### src/rtl/slr_pkg.sv
`timescale 1ns / 1ps
// Shared types and constants of the stereo linear resampler.
// No dependencies; every other file of the block refers to this package.
package slr_pkg;

    localparam int CHANNELS  = 2;
    localparam int SAMPLE_W  = 16;
    localparam int PHASE_W   = 16;
    localparam int REG_W     = 16;
    localparam int PROD_W    = SAMPLE_W + PHASE_W;
    localparam int SUM_W     = SAMPLE_W + 2;
    localparam int DIV_STEPS = PROD_W - PHASE_W;
    localparam int DIV_CNT_W = $clog2(DIV_STEPS);
    localparam int REG_IDX_W = 1;

    // Configuration register indexes.
    localparam logic [REG_IDX_W-1:0] REG_STEP_NUM = 1'b0;
    localparam logic [REG_IDX_W-1:0] REG_STEP_DEN = 1'b1;

    // Output clamp limits.
    localparam logic signed [SUM_W-1:0] SAMPLE_MIN = -18'sd32768;
    localparam logic signed [SUM_W-1:0] SAMPLE_MAX = 18'sd32767;

    typedef logic signed [SAMPLE_W-1:0] t_sample;
    typedef t_sample [CHANNELS-1:0]     t_frame;
    typedef logic [PHASE_W-1:0]         t_phase;

    // One output point to compute: channel 0 is left, channel 1 is right.
    typedef struct packed {
        t_frame prev;
        t_frame next;
        t_phase phase;
        t_phase den;
        logic   last;
    } t_cmd;

    typedef enum logic {
        FRONT_IDLE,
        FRONT_RUN
    } t_front_state;

    typedef enum logic [2:0] {
        BACK_IDLE,
        BACK_MUL,
        BACK_START,
        BACK_DIV,
        BACK_DONE
    } t_back_state;

endpackage

### src/rtl/slr_ifs.sv
`timescale 1ns / 1ps
// Handshake interfaces of the stereo linear resampler: source frames,
// result frames and configuration writes. Depends on slr_pkg.
interface slr_src_if;
    logic              valid;
    logic              ready;
    slr_pkg::t_sample  src_left;
    slr_pkg::t_sample  src_right;

    modport source (output valid, src_left, src_right, input ready);
    modport sink   (input valid, src_left, src_right, output ready);
endinterface

interface slr_res_if;
    logic              valid;
    logic              ready;
    slr_pkg::t_sample  out_left;
    slr_pkg::t_sample  out_right;
    logic              run_last;

    modport source (output valid, out_left, out_right, run_last, input ready);
    modport sink   (input valid, out_left, out_right, run_last, output ready);
endinterface

interface slr_cfg_if;
    logic                            valid;
    logic                            ready;
    logic [slr_pkg::REG_IDX_W-1:0]   index;
    logic [slr_pkg::REG_W-1:0]       data;

    modport source (output valid, index, data, input ready);
    modport sink   (input valid, index, data, output ready);
endinterface

### src/rtl/slr_front.sv
`timescale 1ns / 1ps
// Front end of the resampler: accepts source frames, keeps the previous
// frame and the phase, and walks each run into output commands. Uses slr_pkg.
module slr_front #(
    parameter int MAX_RUN = 64
) (
    input  logic            i_clk,
    input  logic            i_rst_n,
    slr_src_if.sink         i_src,
    input  slr_pkg::t_phase i_num,
    input  slr_pkg::t_phase i_den,
    output logic            o_cmd_valid,
    output slr_pkg::t_cmd   o_cmd,
    input  logic            i_cmd_ready
);

    localparam int CNT_W = (MAX_RUN > 1) ? $clog2(MAX_RUN) : 1;
    localparam int PW    = slr_pkg::PHASE_W;

    slr_pkg::t_front_state r_state, n_state;
    logic                  r_primed, n_primed;
    slr_pkg::t_phase       r_phase, n_phase;
    slr_pkg::t_frame       r_prev, n_prev;
    slr_pkg::t_frame       r_next, n_next;
    slr_pkg::t_phase       r_p, n_p;
    logic [CNT_W-1:0]      r_cnt, n_cnt;

    slr_pkg::t_frame       w_src;
    logic [PW:0]           w_step;
    logic [PW+1:0]         w_over;
    logic                  w_reached;
    logic                  w_last;

    assign w_src[0] = i_src.src_left;
    assign w_src[1] = i_src.src_right;

    // Phase after this output, and the same less den: its sign ends the run.
    assign w_step    = {1'b0, r_p} + {1'b0, i_num};
    assign w_over    = {1'b0, w_step} - {2'b00, i_den};
    assign w_reached = ~w_over[PW+1];
    assign w_last    = w_reached || (r_cnt == CNT_W'(MAX_RUN - 1));

    assign i_src.ready = (r_state == slr_pkg::FRONT_IDLE);
    assign o_cmd_valid = (r_state == slr_pkg::FRONT_RUN);
    assign o_cmd       = '{prev: r_prev, next: r_next, phase: r_p, den: i_den,
                           last: w_last};

    always_comb begin
        n_state  = r_state;
        n_primed = r_primed;
        n_phase  = r_phase;
        n_prev   = r_prev;
        n_next   = r_next;
        n_p      = r_p;
        n_cnt    = r_cnt;
        case (r_state)
            slr_pkg::FRONT_IDLE: begin
                if (i_src.valid) begin
                    if (!r_primed) begin
                        n_prev   = w_src;
                        n_phase  = '0;
                        n_primed = 1'b1;
                    end else if (r_phase >= i_den) begin
                        // Downsampling skip: no output for this frame.
                        n_phase = r_phase - i_den;
                        n_prev  = w_src;
                    end else begin
                        n_next  = w_src;
                        n_p     = r_phase;
                        n_cnt   = '0;
                        n_state = slr_pkg::FRONT_RUN;
                    end
                end
            end
            slr_pkg::FRONT_RUN: begin
                if (i_cmd_ready) begin
                    if (w_last) begin
                        n_phase = w_reached ? w_over[PW-1:0] : '0;
                        n_prev  = r_next;
                        n_state = slr_pkg::FRONT_IDLE;
                    end else begin
                        n_p   = w_step[PW-1:0];
                        n_cnt = r_cnt + 1'b1;
                    end
                end
            end
            default: begin
                n_state = slr_pkg::FRONT_IDLE;
            end
        endcase
    end

    always_ff @(posedge i_clk) begin
        if (!i_rst_n) begin
            r_state  <= slr_pkg::FRONT_IDLE;
            r_primed <= 1'b0;
            r_phase  <= '0;
            r_prev   <= '0;
            r_cnt    <= '0;
        end else begin
            r_state  <= n_state;
            r_primed <= n_primed;
            r_phase  <= n_phase;
            r_prev   <= n_prev;
            r_cnt    <= n_cnt;
        end
    end

    always_ff @(posedge i_clk) begin
        r_next <= n_next;
        r_p    <= n_p;
    end

`ifndef SYNTHESIS
    // Every point handed on lies in the interval: its phase is below den.
    a_phase_in_range: assert property (@(posedge i_clk) disable iff (!i_rst_n)
        (r_state == slr_pkg::FRONT_RUN) |-> (r_p < i_den))
        else $error("front: run phase not below denominator");
`endif

endmodule

### src/rtl/slr_queue.sv
`timescale 1ns / 1ps
// Short command queue between the front and back ends of the resampler.
// Uses slr_pkg for the command type.
module slr_queue #(
    parameter int DEPTH = 4
) (
    input  logic          i_clk,
    input  logic          i_rst_n,
    input  logic          i_push,
    input  slr_pkg::t_cmd i_cmd,
    output logic          o_ready,
    output logic          o_valid,
    output slr_pkg::t_cmd o_cmd,
    input  logic          i_pop
);

    localparam int PTR_W = (DEPTH > 1) ? $clog2(DEPTH) : 1;
    localparam int CNT_W = $clog2(DEPTH + 1);

    slr_pkg::t_cmd    r_mem [DEPTH];
    logic [PTR_W-1:0] r_wr_ptr, r_rd_ptr;
    logic [CNT_W-1:0] r_count;
    logic             w_push, w_pop;

    assign o_ready = (r_count != CNT_W'(DEPTH));
    assign o_valid = (r_count != '0);
    assign o_cmd   = r_mem[r_rd_ptr];
    assign w_push  = i_push && o_ready;
    assign w_pop   = i_pop && o_valid;

    always_ff @(posedge i_clk) begin
        if (w_push) begin
            r_mem[r_wr_ptr] <= i_cmd;
        end
    end

    always_ff @(posedge i_clk) begin
        if (!i_rst_n) begin
            r_wr_ptr <= '0;
            r_rd_ptr <= '0;
            r_count  <= '0;
        end else begin
            if (w_push) begin
                r_wr_ptr <= (r_wr_ptr == PTR_W'(DEPTH - 1)) ? '0 : r_wr_ptr + 1'b1;
            end
            if (w_pop) begin
                r_rd_ptr <= (r_rd_ptr == PTR_W'(DEPTH - 1)) ? '0 : r_rd_ptr + 1'b1;
            end
            if (w_push && !w_pop) begin
                r_count <= r_count + 1'b1;
            end else if (w_pop && !w_push) begin
                r_count <= r_count - 1'b1;
            end
        end
    end

`ifndef SYNTHESIS
    // Equal pointers only when the queue is empty or full.
    a_ptr_count: assert property (@(posedge i_clk) disable iff (!i_rst_n)
        (r_wr_ptr == r_rd_ptr) |-> (r_count == '0 || r_count == CNT_W'(DEPTH)))
        else $error("queue: pointers and fill count disagree");
`endif

endmodule

### src/rtl/slr_div.sv
`timescale 1ns / 1ps
// Restoring divider of the resampler, one quotient bit per cycle.
// The quotient must fit in PHASE_W bits. Uses slr_pkg.
module slr_div (
    input  logic                        i_clk,
    input  logic                        i_rst_n,
    input  logic                        i_start,
    input  logic [slr_pkg::PROD_W-1:0]  i_dividend,
    input  slr_pkg::t_phase             i_divisor,
    output logic                        o_done,
    output slr_pkg::t_phase             o_quotient
);

    localparam int PW = slr_pkg::PHASE_W;
    localparam int CW = slr_pkg::DIV_CNT_W;

    logic            r_busy;
    logic            r_done;
    logic [CW-1:0]   r_cnt;
    slr_pkg::t_phase r_rem;
    slr_pkg::t_phase r_quo;
    slr_pkg::t_phase r_den;
    logic [PW:0]     w_trial;
    logic [PW:0]     w_diff;
    logic            w_fit;

    assign w_trial    = {r_rem, r_quo[PW-1]};
    assign w_diff     = w_trial - {1'b0, r_den};
    assign w_fit      = (w_trial >= {1'b0, r_den});
    assign o_done     = r_done;
    assign o_quotient = r_quo;

    always_ff @(posedge i_clk) begin
        if (!i_rst_n) begin
            r_busy <= 1'b0;
            r_done <= 1'b0;
            r_cnt  <= '0;
        end else begin
            r_done <= 1'b0;
            if (i_start) begin
                r_busy <= 1'b1;
                r_cnt  <= '0;
            end else if (r_busy) begin
                r_cnt <= r_cnt + 1'b1;
                if (r_cnt == CW'(slr_pkg::DIV_STEPS - 1)) begin
                    r_busy <= 1'b0;
                    r_done <= 1'b1;
                end
            end
        end
    end

    always_ff @(posedge i_clk) begin
        if (i_start) begin
            r_rem <= i_dividend[slr_pkg::PROD_W-1:PW];
            r_quo <= i_dividend[PW-1:0];
            r_den <= i_divisor;
        end else if (r_busy) begin
            r_rem <= w_fit ? w_diff[PW-1:0] : w_trial[PW-1:0];
            r_quo <= {r_quo[PW-2:0], w_fit};
        end
    end

endmodule

### src/rtl/slr_back.sv
`timescale 1ns / 1ps
// Back end of the resampler: computes one interpolated stereo point per
// command and holds it in the output register. Uses slr_pkg and slr_div.
module slr_back (
    input  logic          i_clk,
    input  logic          i_rst_n,
    input  logic          i_cmd_valid,
    input  slr_pkg::t_cmd i_cmd,
    output logic          o_cmd_ready,
    slr_res_if.source     o_res
);

    localparam int SW = slr_pkg::SAMPLE_W;
    localparam int PW = slr_pkg::PHASE_W;
    localparam int NC = slr_pkg::CHANNELS;

    slr_pkg::t_back_state r_state, n_state;
    slr_pkg::t_cmd        r_cmd;
    logic [NC-1:0]        r_neg;
    logic [slr_pkg::PROD_W-1:0] r_prod [NC];
    logic [NC-1:0]        w_done;
    slr_pkg::t_phase      w_quo [NC];
    slr_pkg::t_sample     w_res [NC];
    logic                 w_start;
    logic                 w_load;

    logic                 r_out_valid;
    slr_pkg::t_sample     r_out_left;
    slr_pkg::t_sample     r_out_right;
    logic                 r_out_last;

    assign o_cmd_ready = (r_state == slr_pkg::BACK_IDLE);
    assign w_start     = (r_state == slr_pkg::BACK_START);
    assign w_load      = (r_state == slr_pkg::BACK_DONE) && (!r_out_valid || o_res.ready);

    for (genvar g = 0; g < NC; g++) begin : g_lane
        logic signed [SW:0]                 w_diff;
        logic signed [SW:0]                 w_mag;
        logic signed [slr_pkg::SUM_W-1:0]   w_sq;
        logic signed [slr_pkg::SUM_W-1:0]   w_sum;

        assign w_diff = $signed({r_cmd.next[g][SW-1], r_cmd.next[g]})
                      - $signed({r_cmd.prev[g][SW-1], r_cmd.prev[g]});
        assign w_mag  = w_diff[SW] ? -w_diff : w_diff;

        always_ff @(posedge i_clk) begin
            if (r_state == slr_pkg::BACK_MUL) begin
                r_neg[g]  <= w_diff[SW];
                r_prod[g] <= slr_pkg::PROD_W'(w_mag[SW-1:0])
                           * slr_pkg::PROD_W'(r_cmd.phase);
            end
        end

        slr_div u_div (
            .i_clk      (i_clk),
            .i_rst_n    (i_rst_n),
            .i_start    (w_start),
            .i_dividend (r_prod[g]),
            .i_divisor  (r_cmd.den),
            .o_done     (w_done[g]),
            .o_quotient (w_quo[g])
        );

        // Truncation toward zero: divide the magnitude, then restore the sign.
        assign w_sq  = r_neg[g] ? -$signed({2'b00, w_quo[g]}) : $signed({2'b00, w_quo[g]});
        assign w_sum = slr_pkg::SUM_W'($signed(r_cmd.prev[g])) + w_sq;

        always_comb begin
            if (w_sum > slr_pkg::SAMPLE_MAX) begin
                w_res[g] = slr_pkg::SAMPLE_MAX[SW-1:0];
            end else if (w_sum < slr_pkg::SAMPLE_MIN) begin
                w_res[g] = slr_pkg::SAMPLE_MIN[SW-1:0];
            end else begin
                w_res[g] = w_sum[SW-1:0];
            end
        end
    end

    always_comb begin
        n_state = r_state;
        case (r_state)
            slr_pkg::BACK_IDLE: begin
                if (i_cmd_valid) begin
                    n_state = slr_pkg::BACK_MUL;
                end
            end
            slr_pkg::BACK_MUL: begin
                n_state = slr_pkg::BACK_START;
            end
            slr_pkg::BACK_START: begin
                n_state = slr_pkg::BACK_DIV;
            end
            slr_pkg::BACK_DIV: begin
                if (w_done[0]) begin
                    n_state = slr_pkg::BACK_DONE;
                end
            end
            slr_pkg::BACK_DONE: begin
                if (w_load) begin
                    n_state = slr_pkg::BACK_IDLE;
                end
            end
            default: begin
                n_state = slr_pkg::BACK_IDLE;
            end
        endcase
    end

    always_ff @(posedge i_clk) begin
        if (!i_rst_n) begin
            r_state     <= slr_pkg::BACK_IDLE;
            r_out_valid <= 1'b0;
        end else begin
            r_state <= n_state;
            if (w_load) begin
                r_out_valid <= 1'b1;
            end else if (o_res.ready) begin
                r_out_valid <= 1'b0;
            end
        end
    end

    always_ff @(posedge i_clk) begin
        if (r_state == slr_pkg::BACK_IDLE && i_cmd_valid) begin
            r_cmd <= i_cmd;
        end
        if (w_load) begin
            r_out_left  <= w_res[0];
            r_out_right <= w_res[1];
            r_out_last  <= r_cmd.last;
        end
    end

    assign o_res.valid     = r_out_valid;
    assign o_res.out_left  = r_out_left;
    assign o_res.out_right = r_out_right;
    assign o_res.run_last  = r_out_last;

`ifndef SYNTHESIS
    // The channel dividers start together and so must finish together.
    a_lanes_in_step: assert property (@(posedge i_clk) disable iff (!i_rst_n)
        (&w_done) == (|w_done))
        else $error("back: divider lanes out of step");

    // The quotient fits the divider only while the phase is below den.
    for (genvar a = 0; a < NC; a++) begin : g_chk
        a_quo_fits: assert property (@(posedge i_clk) disable iff (!i_rst_n)
            (r_state == slr_pkg::BACK_START) |->
                (r_prod[a][slr_pkg::PROD_W-1:PW] < r_cmd.den))
            else $error("back: quotient would overflow the divider");
    end

    // The result state is only entered from the divide state, or held.
    a_done_after_div: assert property (@(posedge i_clk) disable iff (!i_rst_n)
        (r_state == slr_pkg::BACK_DONE) |-> ($past(r_state) == slr_pkg::BACK_DIV ||
                                             $past(r_state) == slr_pkg::BACK_DONE))
        else $error("back: result state entered out of order");
`endif

endmodule

### src/rtl/stereo_linear_resampler.sv
`timescale 1ns / 1ps
// Top level of the stereo linear-interpolation resampler.
// Depends on slr_pkg, slr_ifs, slr_front, slr_queue, slr_back and slr_div.

// Each source frame on i_src yields the output frames that lie on the line
// between the previous source frame and this one, at phases p, p+num,
// p+2*num... below den, p being the phase left from earlier frames, with the
// quotient truncated toward zero. The first frame after reset yields nothing,
// and a frame whose phase is already at or above den is skipped. A frame
// that yields k outputs (at most MAX_RUN) is walked by the front end at one
// command per cycle while the queue has room, but only QUEUE_DEPTH commands
// fit in the queue, so the input stays stalled until the run's last command
// is queued. The back end takes a new command only when done with the last;
// the bit-serial divider sets its pace (take the command, multiply, start,
// one divide step per quotient bit, see the divider finish, hand over to the
// output register), and it waits longer while a stalled receiver holds the
// output register. The command queue lets the front accept the next frame
// while the back end is still working through the tail of the previous run.
// The run_last flag marks the final output of each frame. Registers
// step_numerator (index 0) and step_denominator (index 1) both reset to 1,
// a value of 0 acts as 1, and the user must see that they are written only
// while the block is idle; the block itself does not enforce this.
module stereo_linear_resampler #(
    parameter int MAX_RUN     = 64,
    parameter int QUEUE_DEPTH = 4
) (
    input  logic      i_clk,
    input  logic      i_rst_n,
    slr_src_if.sink   i_src,
    slr_res_if.source o_res,
    slr_cfg_if.sink   i_cfg
);

    logic [slr_pkg::REG_W-1:0] r_step_num;
    logic [slr_pkg::REG_W-1:0] r_step_den;
    slr_pkg::t_phase           w_num;
    slr_pkg::t_phase           w_den;

    logic          w_fq_valid;
    logic          w_fq_ready;
    slr_pkg::t_cmd w_fq_cmd;
    logic          w_qb_valid;
    logic          w_qb_ready;
    slr_pkg::t_cmd w_qb_cmd;

    // Configuration writes are always taken.
    assign i_cfg.ready = 1'b1;

    always_ff @(posedge i_clk) begin
        if (!i_rst_n) begin
            r_step_num <= slr_pkg::REG_W'(1);
            r_step_den <= slr_pkg::REG_W'(1);
        end else if (i_cfg.valid) begin
            case (i_cfg.index)
                slr_pkg::REG_STEP_NUM: r_step_num <= i_cfg.data;
                slr_pkg::REG_STEP_DEN: r_step_den <= i_cfg.data;
                default: begin
                end
            endcase
        end
    end

    // A zero step value behaves as one.
    assign w_num = (r_step_num == '0) ? slr_pkg::PHASE_W'(1) : r_step_num;
    assign w_den = (r_step_den == '0) ? slr_pkg::PHASE_W'(1) : r_step_den;

    slr_front #(
        .MAX_RUN (MAX_RUN)
    ) u_front (
        .i_clk       (i_clk),
        .i_rst_n     (i_rst_n),
        .i_src       (i_src),
        .i_num       (w_num),
        .i_den       (w_den),
        .o_cmd_valid (w_fq_valid),
        .o_cmd       (w_fq_cmd),
        .i_cmd_ready (w_fq_ready)
    );

    slr_queue #(
        .DEPTH (QUEUE_DEPTH)
    ) u_queue (
        .i_clk   (i_clk),
        .i_rst_n (i_rst_n),
        .i_push  (w_fq_valid),
        .i_cmd   (w_fq_cmd),
        .o_ready (w_fq_ready),
        .o_valid (w_qb_valid),
        .o_cmd   (w_qb_cmd),
        .i_pop   (w_qb_ready)
    );

    slr_back u_back (
        .i_clk       (i_clk),
        .i_rst_n     (i_rst_n),
        .i_cmd_valid (w_qb_valid),
        .i_cmd       (w_qb_cmd),
        .o_cmd_ready (w_qb_ready),
        .o_res       (o_res)
    );

endmodule
### src/flat_wrapper.sv
// flat-port wrapper written by rule: the top's interface ports become plain ports
module stereo_linear_resampler_flat 
#(
    parameter int MAX_RUN     = 64,
    parameter int QUEUE_DEPTH = 4
)
  (i_clk, i_rst_n, i_src_valid, i_src_src_left, i_src_src_right, i_src_ready, o_res_valid, o_res_out_left, o_res_out_right, o_res_run_last, o_res_ready, i_cfg_valid, i_cfg_index, i_cfg_data, i_cfg_ready);
  slr_src_if i_src_i ();
  slr_res_if o_res_i ();
  slr_cfg_if i_cfg_i ();
  input  logic i_clk;
  input  logic i_rst_n;
  input wire logic [$bits(i_src_i.valid)-1:0] i_src_valid;
  input wire logic [$bits(i_src_i.src_left)-1:0] i_src_src_left;
  input wire logic [$bits(i_src_i.src_right)-1:0] i_src_src_right;
  output wire logic [$bits(i_src_i.ready)-1:0] i_src_ready;
  output wire logic [$bits(o_res_i.valid)-1:0] o_res_valid;
  output wire logic [$bits(o_res_i.out_left)-1:0] o_res_out_left;
  output wire logic [$bits(o_res_i.out_right)-1:0] o_res_out_right;
  output wire logic [$bits(o_res_i.run_last)-1:0] o_res_run_last;
  input wire logic [$bits(o_res_i.ready)-1:0] o_res_ready;
  input wire logic [$bits(i_cfg_i.valid)-1:0] i_cfg_valid;
  input wire logic [$bits(i_cfg_i.index)-1:0] i_cfg_index;
  input wire logic [$bits(i_cfg_i.data)-1:0] i_cfg_data;
  output wire logic [$bits(i_cfg_i.ready)-1:0] i_cfg_ready;
  assign i_src_i.valid = i_src_valid;
  assign i_src_i.src_left = i_src_src_left;
  assign i_src_i.src_right = i_src_src_right;
  assign i_src_ready = i_src_i.ready;
  assign o_res_valid = o_res_i.valid;
  assign o_res_out_left = o_res_i.out_left;
  assign o_res_out_right = o_res_i.out_right;
  assign o_res_run_last = o_res_i.run_last;
  assign o_res_i.ready = o_res_ready;
  assign i_cfg_i.valid = i_cfg_valid;
  assign i_cfg_i.index = i_cfg_index;
  assign i_cfg_i.data = i_cfg_data;
  assign i_cfg_ready = i_cfg_i.ready;
  stereo_linear_resampler #(.MAX_RUN(MAX_RUN), .QUEUE_DEPTH(QUEUE_DEPTH)) u_core (.i_clk(i_clk), .i_rst_n(i_rst_n), .i_src(i_src_i), .o_res(o_res_i), .i_cfg(i_cfg_i));
endmodule
### config.mk
export PLATFORM = sky130hd
export DESIGN_NAME = stereo_linear_resampler_flat
export DESIGN_NICKNAME = d
export VERILOG_FILES = /design/src/rtl/slr_pkg.sv /design/src/rtl/slr_ifs.sv /design/src/rtl/slr_front.sv /design/src/rtl/slr_queue.sv /design/src/rtl/slr_div.sv /design/src/rtl/slr_back.sv /design/src/rtl/stereo_linear_resampler.sv /design/src/flat_wrapper.sv
export SDC_FILE = /design/constraint.sdc
export NUM_CORES = 2
export LEC_CHECK = 0
export ABC_AREA = 1
export BUFFER_PORTS_ARGS = -buffer_cell sky130_fd_sc_hd__buf_2
export CAP_MARGIN = 25
export CORE_UTILIZATION = 58
export CTS_CLUSTER_SIZE = 30
export DETAILED_ROUTE_END_ITERATION = 10
export PLACE_DENSITY = 0.77
export SYNTH_ARGS = -nofsm -noshare
export SYNTH_HDL_FRONTEND = slang
export SYNTH_SLANG_ARGS = --single-unit
### constraint.sdc
create_clock -name i_clk -period 6.7 [get_ports i_clk]
set_clock_uncertainty 0.05 [all_clocks]
set_input_delay 1.005 -clock i_clk [delete_from_list [all_inputs] [get_ports i_clk]]
set_output_delay 1.005 -clock i_clk [all_outputs]
set_load 0.02 [all_outputs]
==> reports/results.txt <==
Antenna Nets Post-Route = 0
multi-input logic area = 31,200 sq um
final global-route overflow total = 0
total clock buffers created by CTS = 83
routed vias = 45,700
Post-Synthesis Cells = 6,042
Nets = 7,413
period utilization = 112%
clock root cell = clkbuf_16
number of global-route vias before repair = 45,300
Top FF cell, synth = edfxtp_1
number of antenna diodes = 0
Max-slew headroom = 26.0%
Top cell by count, worst path = nand3_2
drt first pass iters = 6
CP startpoint = u_core.u_back.r_cmd[65]
GP Congestion = 1.03
syn avg cell area = 9.33 sq um
flip-flop and latch area = 23,600 sq um
Post-Syn Area = 56,400 sq um
largest family of logic cells by synthesized area = adder cells
largest net degree at the start of global routing = 94
Critical Path AT = 7900 ps
initial core utilization = 58.4%
Max Root-Sink Buffers = 3
violated checks = negative setup slack
port bufs = 88
area leader, netlist = edfxtp_1
Critical Path Fanout Max = 5
clk_lat worst skew = 680 ps
DRT iter0 DRCs = 4,448
hpwl dp = 117 mm
flops & latches, synth = 822
H-Tree Level Count = 3
multiplexer share of the synthesized area = 0%
post-layout util = 70.5%
DR vias/cell = 5.76
Worst Reg-to-Reg Cells = 35
Max-Cap Viols = 0
first-pass GRT wire length = 248 mm
CP required = 7070 ps
Post-synth EDFFs = 712
crit end category = flip-flop
top-area cell type share of the netlist area = 37.9%
largest stage delay on the critical path = 580 ps
Slew Viols, Final = 0
Die H = 314 microns
number of I/O pins = 90
Setup CP Type = reg -> reg
Final setup viols = 44
share of layout cells above drive strength 1 = 21.6%
synthesized-area fraction occupied by and/or/nand/nor cells = 16.9%
Synth area leaders = edfxtp_1 (38%), fa_1 (14%), ha_1 (8.1%)
Slowest-stage cell, CP = fa_2
# fillers = 6,846
register area share after synthesis = 41.8%
Area Growth Syn to Fin = 20.8%
Peak Freq = 0.133 GHz
CP Launch Type = flip-flop
worst setup margin = -823 ps
Routed WL = 164 mm
WHS = 357 ps
Synth Area in Adders = 22.3%
final instance area = 68,100 sq um
Slew @ Worst Pin = 1110 ps
hold path depth = 0
Hold Startpoint = u_core.u_back.r_cmd[7]
Die W = 314 microns
Core Area = 96,600 sq um
clock slew at reported path FFs = 60 ps
hold_buf cts = 0
Total GRT Usage = 32.6%
Compound-Gate Fraction of Synth Area = 8.40%
RSZ-0062 raised after global routing = yes
placed cell areas = 61,800 sq um
worst min path class = reg -> reg
RR Startpoint = u_core.u_back.r_cmd[65]
number of distinct library cells after synthesis = 61
status = finished, violations left
die area = 98,500 sq um
Fin. Hold Viols = 0
clk sink count = 822
wire length per cell = 20.6 microns
FFs w/ async S/R, synth = 0%
Remaining DRCs = 0
row count = 114
xor-xnor portion of the synthesized cell area = 3.16%
TritonCTS clock tree = built
antenna violations before repair = 8
Net Count, Synth = 6,861
YS warnings = 0
fin crit period = 7520 ps
## layout by cell type, fill, tap and decap left out, types with 32 or more instances in the layout
cell and instances:
o22ai_1 103, a21oi_1 221, nor2_2 42, buf_2 88, buf_6 79, a21oi_2 39
nand3_1 191, inv_1 746, xor2_1 112, fa_2 44, ha_1 317, nor2_1 611
xnor2_1 56, ha_4 43, nand2_4 42, nand2_2 99, nand3_2 32, dfxtp_1 107
o21ai_0 363, fa_1 354, edfxtp_1 712, buf_4 518, inv_2 89, clkbuf_16 84
nand2_1 1045, nand4_1 73
## critical path: cells and delay by family, from the launching register on
kind            cells  cell delay (ps)
fa+ha+maj           9             3990
compound gates      2              140
flops               1              400
buf+inv            10              960
simple gates       12             1480
xor+xnor            2              220
## cell usage after synthesis (all sizes together), types with 3 or more instances
library cell and n:
inv 854, nor3b 3, buf 43, xnor2 68, fa 398, a21boi 9
clkinv 4, ha 367, nand2 1189, nand3b 30, nand3 235, o21ai 390
nor3 39, o21a 10, o2111ai 3, nor2 682, nand4 73, o31ai 4
clkbuf 194, a31oi 15, a21oi 276, a21o 20, o21bai 21, o211ai 5
xor2 125, edfxtp 712, or2 18, o22ai 103, nor4 12, dfxtp 110
and2 15
## final timing paths
path	slack, ps	to
max	-820	u_core.u_back.r_prod[0][28]
min	360	u_core.u_back.g_lane[1].u_div.r_den[6]
max reg2reg	-820	u_core.u_back.r_prod[0][28]
min reg2reg	360	u_core.u_back.g_lane[1].u_div.r_den[6]
## area by class of cell
cell class	count	area share (%)
well taps	1276	2.34
clock buffers	109	3.30
inverters	858	4.82
flip-flops and latches	822	34.6
multi-input cells	4125	45.9
repair buffers	703	8.19
repair inverters	1	0.0129
clock inverters	46	0.816
## flip-flops by register name (all words and copies together) (netlist names), 8 cells and up
name                                   count
u_core.u_queue.r_mem                     388
u_core.u_back.r_cmd                       97
u_core.u_back.r_prod                      64
u_core.u_front.o_cmd                      64
u_core.u_back.g_lane.u_div.o_quotient     32
u_core.u_back.g_lane.u_div.r_rem          32
u_core.r_step_den                         16
u_core.r_step_num                         16
u_core.u_back.g_lane.u_div.r_den          16
u_core.u_back.o_res.out_left              16
u_core.u_back.o_res.out_right             16
u_core.u_front.r_p                        16
u_core.u_front.r_phase                    16
u_core.u_back.g_lane.u_div.r_cnt           8
## metrics by stage
stage	instances	TNS, ps	worst slack [ps]
floorplan	6042	-1900	-260
global placement	7671	-16310	-672
detailed placement	7673	-20130	-731
CTS	7893	-13440	-487
global route	7940	-29420	-1010
finish	7940	-19360	-823
## repair_timing
action                                  CTS  global route
gates cloned                              0             1
gates resized for setup                 335           385
buffers inserted                         75            54
pin swaps                               202           185
endpoints found under the setup margin   45            47
## cell families (layout without fill, tap and decap cells)
| family | count (synthesis) | after routing |
|---|---|---|
| buf+inv | 1095 | 1717 |
| other cells | 1 | 1 |
| flops | 822 | 822 |
| fa+ha+maj | 765 | 765 |
| simple gates | 2299 | 2299 |
| xor+xnor | 193 | 193 |
| compound gates | 867 | 867 |
## metal layers
layer  global-route usage (%)  part of all wire (%)
met2                     52.6                    47
met4                     12.6                   4.3
met1                     42.7                    39
met5                        0                 0.037
met3                     7.88                    10
Power is left out: the tool's default activity adds up to more than one toggle a clock period on the data nets, which glitch-free logic cannot reach.
